### config.mk
export PLATFORM = sky130hd
export DESIGN_NAME = multi_quadrature_encoder_decoder_core
export DESIGN_NICKNAME = d
export VERILOG_FILES = /design/src/rtl/mqed_pkg.sv /design/src/rtl/mqed_state_mem.sv /design/src/rtl/mqed_step_logic.sv /design/src/rtl/multi_quadrature_encoder_decoder_core.sv
export SDC_FILE = /design/constraint.sdc
export NUM_CORES = 1
export LEC_CHECK = 0
export BUFFER_PORTS_ARGS = -buffer_cell sky130_fd_sc_hd__buf_2
export CAP_MARGIN = 40
export CORE_ASPECT_RATIO = 0.5
export CORE_MARGIN = 2
export CORE_UTILIZATION = 61
export DETAILED_ROUTE_END_ITERATION = 10
export HOLD_SLACK_MARGIN = 0.15
export PLACE_DENSITY_LB_ADDON = 0.3
export SYNTH_ARGS = -nofsm -noshare
export SYNTH_HDL_FRONTEND = slang
export SYNTH_SLANG_ARGS = --single-unit
export TNS_END_PERCENT = 50
### constraint.sdc
create_clock -name clk_i -period 7.3 [get_ports clk_i]
set_clock_uncertainty 0.15 [all_clocks]
set_input_delay 0.73 -clock clk_i [delete_from_list [all_inputs] [get_ports clk_i]]
set_output_delay 0.73 -clock clk_i [all_outputs]
set_load 0.1 [all_outputs]
### src/rtl/mqed_pkg.sv
package mqed_pkg;

  localparam int unsigned NumEncodersDef = 16;
  localparam int unsigned EncIdxW        = 4;
  localparam int unsigned PairW          = 2;
  localparam int unsigned CountW         = 4;
  localparam int unsigned StepW          = 2;
  localparam int unsigned PpsW           = 4;
  localparam int unsigned PpsTableW      = 64;
  localparam int unsigned InvMaskW       = 16;
  localparam int unsigned CfgIdxW        = 2;
  localparam int unsigned CfgDataW       = 64;

  localparam logic [PpsTableW-1:0] PpsTableRst   = 64'h4444_4444_4444_4444;
  localparam logic [InvMaskW-1:0]  InvMaskRst    = '0;
  localparam logic [CountW-1:0]    DefCountRst   = 4'd8;
  localparam logic [CountW-1:0]    ResetCount    = 4'd8;

  localparam logic [CfgIdxW-1:0] CfgPpsTable = 2'd0;
  localparam logic [CfgIdxW-1:0] CfgInvMask  = 2'd1;
  localparam logic [CfgIdxW-1:0] CfgDefCount = 2'd2;

  localparam logic signed [StepW-1:0] StepNone = 2'sb00;
  localparam logic signed [StepW-1:0] StepPos  = 2'sb01;
  localparam logic signed [StepW-1:0] StepNeg  = 2'sb11;

  typedef struct packed {
    logic [PairW-1:0]  pair;
    logic [CountW-1:0] count;
    logic              dir;
  } enc_state_t;

  typedef struct packed {
    logic                    wr;
    enc_state_t              st;
    logic signed [StepW-1:0] step;
  } calc_res_t;

  localparam enc_state_t EncStateRst = '{pair: '0, count: ResetCount, dir: 1'b0};

  function automatic logic signed [StepW-1:0] trans_delta(input logic [3:0] idx);
    logic signed [StepW-1:0] d;
    unique case (idx)
      4'd1, 4'd7, 4'd8, 4'd14: d = StepNeg;
      4'd2, 4'd4, 4'd11, 4'd13: d = StepPos;
      default: d = StepNone;
    endcase
    return d;
  endfunction

endpackage

### src/rtl/mqed_state_mem.sv
module mqed_state_mem import mqed_pkg::*; #(
  parameter int unsigned NUM_ENCODERS = NumEncodersDef,
  parameter int unsigned AddrW = (NUM_ENCODERS > 1) ? $clog2(NUM_ENCODERS) : 1
) (
  input  logic             clk_i,
  input  logic             rst_ni,
  input  logic             rd_en_i,
  input  logic [AddrW-1:0] rd_addr_i,
  output enc_state_t       rd_data_o,
  input  logic             wr_en_i,
  input  logic [AddrW-1:0] wr_addr_i,
  input  enc_state_t       wr_data_i
);

  enc_state_t              mem_q [NUM_ENCODERS];
  logic [NUM_ENCODERS-1:0] vld_q;
  enc_state_t              rd_data_q;
  logic                    rd_vld_q;

  always_ff @(posedge clk_i) begin
    if (wr_en_i) begin
      mem_q[wr_addr_i] <= wr_data_i;
    end
    if (rd_en_i) begin
      rd_data_q <= mem_q[rd_addr_i];
    end
  end

  always_ff @(posedge clk_i or negedge rst_ni) begin
    if (!rst_ni) begin
      vld_q    <= '0;
      rd_vld_q <= 1'b0;
    end else begin
      if (wr_en_i) begin
        vld_q[wr_addr_i] <= 1'b1;
      end
      if (rd_en_i) begin
        rd_vld_q <= vld_q[rd_addr_i];
      end
    end
  end

  assign rd_data_o = rd_vld_q ? rd_data_q : EncStateRst;

endmodule

### src/rtl/mqed_step_logic.sv
module mqed_step_logic import mqed_pkg::*; (
  input  enc_state_t        cur_i,
  input  logic [PairW-1:0]  pair_i,
  input  logic              in_range_i,
  input  logic [PpsW-1:0]   pps_i,
  input  logic              invert_i,
  input  logic [CountW-1:0] def_count_i,
  output calc_res_t         res_o
);

  logic signed [StepW-1:0] delta;
  logic                    dir;
  logic signed [5:0]       count_ext;
  logic [4:0]              mag;
  logic                    divisible;

  always_comb begin
    delta     = trans_delta({cur_i.pair, pair_i});
    dir       = (delta == StepPos);
    count_ext = $signed({2'b00, cur_i.count}) + 6'(delta);
    mag       = count_ext[5] ? 5'd1 : count_ext[4:0];
    divisible = 1'b0;
    for (int k = 0; k <= 16; k++) begin
      if (9'(mag) == 9'(k) * 9'(pps_i)) begin
        divisible = 1'b1;
      end
    end
  end

  always_comb begin
    res_o.wr   = in_range_i;
    res_o.st   = cur_i;
    res_o.step = StepNone;
    res_o.st.pair = pair_i;
    if (delta != StepNone) begin
      res_o.st.count = count_ext[CountW-1:0];
      res_o.st.dir   = dir;
      if ((cur_i.dir == dir) && (pps_i != '0) && divisible) begin
        res_o.st.count = def_count_i;
        res_o.step     = (dir ^ invert_i) ? StepPos : StepNeg;
      end
    end
    if (!in_range_i) begin
      res_o.step = StepNone;
    end
  end

endmodule

### src/rtl/multi_quadrature_encoder_decoder_core.sv
// Quadrature decoder for up to NUM_ENCODERS encoders sharing one sample channel.
// Each input item carries an encoder index and the sampled A/B pair of that
// encoder. The block answers every item with exactly one result item holding
// a step of +1, -1 or 0, in the order the items were taken.
// Both channels use valid and stall; an item moves when valid is high and
// stall is low. The configuration port writes one register per cycle while
// cfg_we_i is high and should only be used while no item is in flight.
// An accepted item reads its encoder state into the registered read port of
// the state memory. In the StCalc state it is decoded and written back, and
// its step is loaded into the output register. No new item is taken while
// StCalc is active: the state memory read and write back form a loop.
// A result waits in the output register while out_stall_i is high; a new item
// is then held off until that result leaves, so nothing is lost.
// Reset clears the per-encoder valid flags, so every encoder reads as pair
// zero, count eight and negative direction without any clearing pass, and
// the configuration registers return to their reset values.
module multi_quadrature_encoder_decoder_core import mqed_pkg::*; #(
  parameter int unsigned NUM_ENCODERS = NumEncodersDef
) (
  input  logic                    clk_i,
  input  logic                    rst_ni,
  input  logic                    in_valid_i,
  output logic                    in_stall_o,
  input  logic [EncIdxW-1:0]      encoder_index_i,
  input  logic [PairW-1:0]        pair_state_i,
  output logic                    out_valid_o,
  input  logic                    out_stall_i,
  output logic signed [StepW-1:0] step_o,
  input  logic                    cfg_we_i,
  input  logic [CfgIdxW-1:0]      cfg_index_i,
  input  logic [CfgDataW-1:0]     cfg_data_i
);

  localparam int unsigned AddrW = (NUM_ENCODERS > 1) ? $clog2(NUM_ENCODERS) : 1;

  typedef enum logic [1:0] {
    StIdle = 2'b01,
    StCalc = 2'b10
  } state_e;

  state_e                  state_q, state_d;
  logic [PpsTableW-1:0]    pps_table_q;
  logic [InvMaskW-1:0]     inv_mask_q;
  logic [CountW-1:0]       def_count_q;
  logic [EncIdxW-1:0]      enc_q;
  logic [PairW-1:0]        pair_q;
  logic                    in_range_q;
  logic                    out_valid_q, out_valid_d;
  logic signed [StepW-1:0] step_q;
  logic                    in_accept;
  logic                    in_range;
  enc_state_t              rd_state;
  calc_res_t               res;
  logic                    calc;

  assign in_range   = (5'(encoder_index_i) < 5'(NUM_ENCODERS));
  assign in_stall_o = (state_q != StIdle) || (out_valid_q && out_stall_i);
  assign in_accept  = in_valid_i && !in_stall_o;
  assign calc       = (state_q == StCalc);

  always_comb begin
    state_d = state_q;
    unique case (state_q)
      StIdle: begin
        if (in_accept) begin
          state_d = StCalc;
        end
      end
      StCalc: state_d = StIdle;
      default: state_d = StIdle;
    endcase
  end

  assign out_valid_d = calc || (out_valid_q && out_stall_i);

  always_ff @(posedge clk_i or negedge rst_ni) begin
    if (!rst_ni) begin
      state_q     <= StIdle;
      out_valid_q <= 1'b0;
      pps_table_q <= PpsTableRst;
      inv_mask_q  <= InvMaskRst;
      def_count_q <= DefCountRst;
    end else begin
      state_q     <= state_d;
      out_valid_q <= out_valid_d;
      if (cfg_we_i) begin
        unique case (cfg_index_i)
          CfgPpsTable: pps_table_q <= cfg_data_i[PpsTableW-1:0];
          CfgInvMask:  inv_mask_q  <= cfg_data_i[InvMaskW-1:0];
          CfgDefCount: def_count_q <= cfg_data_i[CountW-1:0];
          default: ;
        endcase
      end
    end
  end

  always_ff @(posedge clk_i) begin
    if (in_accept) begin
      enc_q      <= encoder_index_i;
      pair_q     <= pair_state_i;
      in_range_q <= in_range;
    end
    if (calc) begin
      step_q <= res.step;
    end
  end

  mqed_state_mem #(
    .NUM_ENCODERS(NUM_ENCODERS),
    .AddrW       (AddrW)
  ) u_state_mem (
    .clk_i    (clk_i),
    .rst_ni   (rst_ni),
    .rd_en_i  (in_accept && in_range),
    .rd_addr_i(encoder_index_i[AddrW-1:0]),
    .rd_data_o(rd_state),
    .wr_en_i  (calc && res.wr),
    .wr_addr_i(enc_q[AddrW-1:0]),
    .wr_data_i(res.st)
  );

  mqed_step_logic u_step_logic (
    .cur_i      (rd_state),
    .pair_i     (pair_q),
    .in_range_i (in_range_q),
    .pps_i      (pps_table_q[{enc_q, 2'b00} +: PpsW]),
    .invert_i   (inv_mask_q[enc_q]),
    .def_count_i(def_count_q),
    .res_o      (res)
  );

  assign out_valid_o = out_valid_q;
  assign step_o      = step_q;

  a_accept_then_calc: assert property (@(posedge clk_i) disable iff (!rst_ni)
    in_accept |=> (state_q == StCalc))
    else $error("accepted item did not enter the decode cycle");

  a_result_after_calc: assert property (@(posedge clk_i) disable iff (!rst_ni)
    (out_valid_q && !$past(out_valid_q)) |-> ($past(state_q) == StCalc))
    else $error("result appeared without a decode cycle");

  a_out_free_for_calc: assert property (@(posedge clk_i) disable iff (!rst_ni)
    calc |-> !(out_valid_q && out_stall_i))
    else $error("decode cycle would overwrite a waiting result");

  a_step_code: assert property (@(posedge clk_i) disable iff (!rst_ni)
    out_valid_q |-> (step_q == StepNone || step_q == StepPos || step_q == StepNeg))
    else $error("illegal step code on output");

endmodule

==> flow_metrics.tcl <==
set metrics [dict create \
    outcome "complete, no violations" \
    final_common_cell "edfxtp_1" \
    critPathCaptureType "flip-flop" \
    clk_pin_slew_ns 0.07 \
    crit_path_end "u_state_mem.mem_q[9][4]" \
    leakage_nw 5.29 \
    final_cell_mix "edfxtp_1, mux2_2, dfrtp_1" \
    place_area_sq_mm 0.0127 \
    synth_area_leaders "edfxtp_1, dfrtp_1, mux4_2" \
    reg2reg_slack_ns 0.60 \
    cts_setup_buffers 0 \
    syn_inst 799 \
    worstSetupPathDepth 16 \
    yosys.area.top_type_share_pct 32.2 \
    crit_top_cell "fa_1" \
    power_density_mw_per_mm2 351 \
    fp.dieH_um 103 \
    grt_pass1_vias 7572 \
    root_buffer "clkbuf_16" \
    nets 1030 \
    post_cts_resized 0 \
    syn_area_sq_mm 0.0119 \
    antennaDiodeCount 0 \
    worstHoldStart "pair_state_i[0]" \
    maxCapViolations 0 \
    rows 35 \
    hold_class "in2reg" \
    vdd_ir_drop_max_mv 0.201 \
    drive_gt1_share_pct 38.4 \
    synth-seq-area-share_pct 54.3 \
    synth_edf_count 127 \
    htree_num_levels 1 \
    cts.sinks 231 \
    crit_path_start_kind "flip-flop" \
    via_count 7372 \
    dieArea_sq_mm 0.0206 \
    worst-setup-path-type "reg2reg" \
    finalHoldViolCount 0 \
    required_ns 7.42 \
    grt_max_degree 73 \
    critPathBufInv 3 \
    post-route-util_pct 71.6 \
    final_area_sq_mm 0.0134 \
    drt_first_pass_iters 5 \
    fp.dieW_um 201 \
    wl_mm 28.1 \
    yosys_warnings 0 \
    grt_first_pass_wirelength_mm 43.8 \
    initial_core_util_pct 63.3 \
    grt_use_total_pct 28.4 \
    avgSynthCellArea_sq_um 14.8 \
    fmax_mhz 149 \
    setup_tns_ns 0 \
    synth-main-ff-cell "edfxtp_1" \
    cts_made_buffers 20 \
    crit_family "compound AO/OA/AOI/OAI gates" \
    path_cells "buf_4, mux4_2, mux4_2, fa_1, inv_1, fa_1, inv_1, fa_1, xor2_1, xnor2_1, nor4_1, a31oi_1, a31oi_1, o21ai_1, a211oi_1, a211o_1" \
    finalSetupViolations 0 \
    remaining_drc_errors 0 \
    hold_buffers 1 \
    critPathArrivalTime_ns 6.81 \
    rr_startpoint "enc_q[1]" \
    crit_slowest_cell "edfxtp_1" \
    gp_congestion 0.878 \
    worstPathMaxFanout 20 \
    synthArstFlopShare_pct 45.0 \
    reg2regPathDepth 16 \
    rsz0062_at_grt "no" \
    avgViaCountPerCell 6.31 \
    core_sq_mm 0.0187 \
    antenna_found_initial 0 \
    clock_path_buffers 3 \
    dp_hpwl_mm 19.3 \
    ys_ff_latch 231 \
    worst_pin_slew_ns 0.918 \
    critPathMaxStageDelay_ns 0.88 \
    routedWlPerCell_um 24.0 \
    period_share_pct 91.7 \
    synth_cell_types 78 \
    finalMaxSlewViolations 0 \
    cts_tree "done" \
    io_buffers 80 \
    grt_overflow 0 \
    relSlewSlack_pct 38.6 \
    io_pins 81 \
    area_delta_synth_final_pct 13.1 \
    clk_latency_ns 0.52 \
    synth_nets 933 \
    antenna_left 0 \
    drt-initial-drc-count 623 \
    cp-startpoint "enc_q[1]" \
    rr_endpoint "u_state_mem.mem_q[9][4]" \
    yosys.area.top_type "edfxtp_1" \
    min_period_ns 6.70 \
]
## state kept, by name, summed over array words and instances, names as in the netlist, 4 cells and up
signal and count:
def_count_q 4, enc_q 4, inv_mask_q 16, pps_table_q 64, u_state_mem.mem_q 112, u_state_mem.rd_data_q 7
u_state_mem.vld_q 16
## final cells by class
cell class	count	area (sq um)
clock buffer	21	504
multi-input combinational	504	5170
clock inverter	15	205
tap	259	324
fill	1209	5330
inverter	29	109
sequential	231	6440
timing repair buffer	110	658
## cells in the mapped netlist (all sizes together) (15+ instances only)
master / count
inv: 28
xnor2: 24
ha: 45
a21oi: 15
nor2: 35
mux4: 60
mux2: 88
xor2: 19
or2: 21
dfstp: 18
clkbuf: 23
nand2: 21
nor3: 21
dfrtp: 86
edfxtp: 127
## logic make-up after synthesis
logic type,after synthesis,share of synthesized area (%)
XOR/XNOR,43,3.18
AND/OR/NAND/NOR,168,7.94
adder cells (fa/ha/maj),57,6.77
flip-flops,231,54.3
multiplexers,157,20.5
AO/OA/AOI/OAI,79,4.97
buffers and inverters,64,2.30
## stage by stage
step	power, mW	instances	worst slack (ns)	hold WS (ns)
2_1_floorplan	3.10	799	1.56	0.284
5_1_grt	4.95	1169	0.204	0.221
6_report	4.70	1169	0.603	0.234
4_1_cts	4.69	1164	0.349	0.225
3_5_place_dp	3.54	1127	0.418	0.300
3_3_place_gp	3.44	1113	0.637	0.296
## worst reg2reg max path, cell delays in order, from the launching register on
cell      delay, ns
edfxtp_1       0.88
buf_4          0.30
mux4_2         0.31
mux4_2         0.71
fa_1           0.71
inv_1          0.08
fa_1           0.48
inv_1          0.07
fa_1           0.46
xor2_1         0.19
xnor2_1        0.14
nor4_1         0.29
a31oi_1        0.13
a31oi_1        0.53
o21ai_1        0.16
a211oi_1       0.37
a211o_1        0.49
## worst min path at each step
stage	end	slack, ns	depth (start not counted)
after CTS	pair_q[1]	0.23	1
after global placement	u_state_mem.vld_q[13]	0.30	1
after detailed placement	u_state_mem.vld_q[10]	0.30	1
after global routing	pair_q[0]	0.22	1
final	pair_q[0]	0.23	1
after floorplan	def_count_q[0]	0.28	0
## report_power, final
group	total [mW]	switching (mW)	internal [mW]	leakage (nW)
Sequential	1.74	0.109	1.63	2.38
Clock	1.15	0.491	0.655	0.346
Combinational	1.82	1.02	0.798	2.56
## per-layer routing
layer  track usage [%]  vias up  share of wire, %
met2              49.2      323                49
met1              38.8     3770                42
met3              5.40       32               7.8
met5                 0        -                 0
li1                  -     3247                 -
met4              5.77        0               1.3
(Power assumes the default switching activity.)
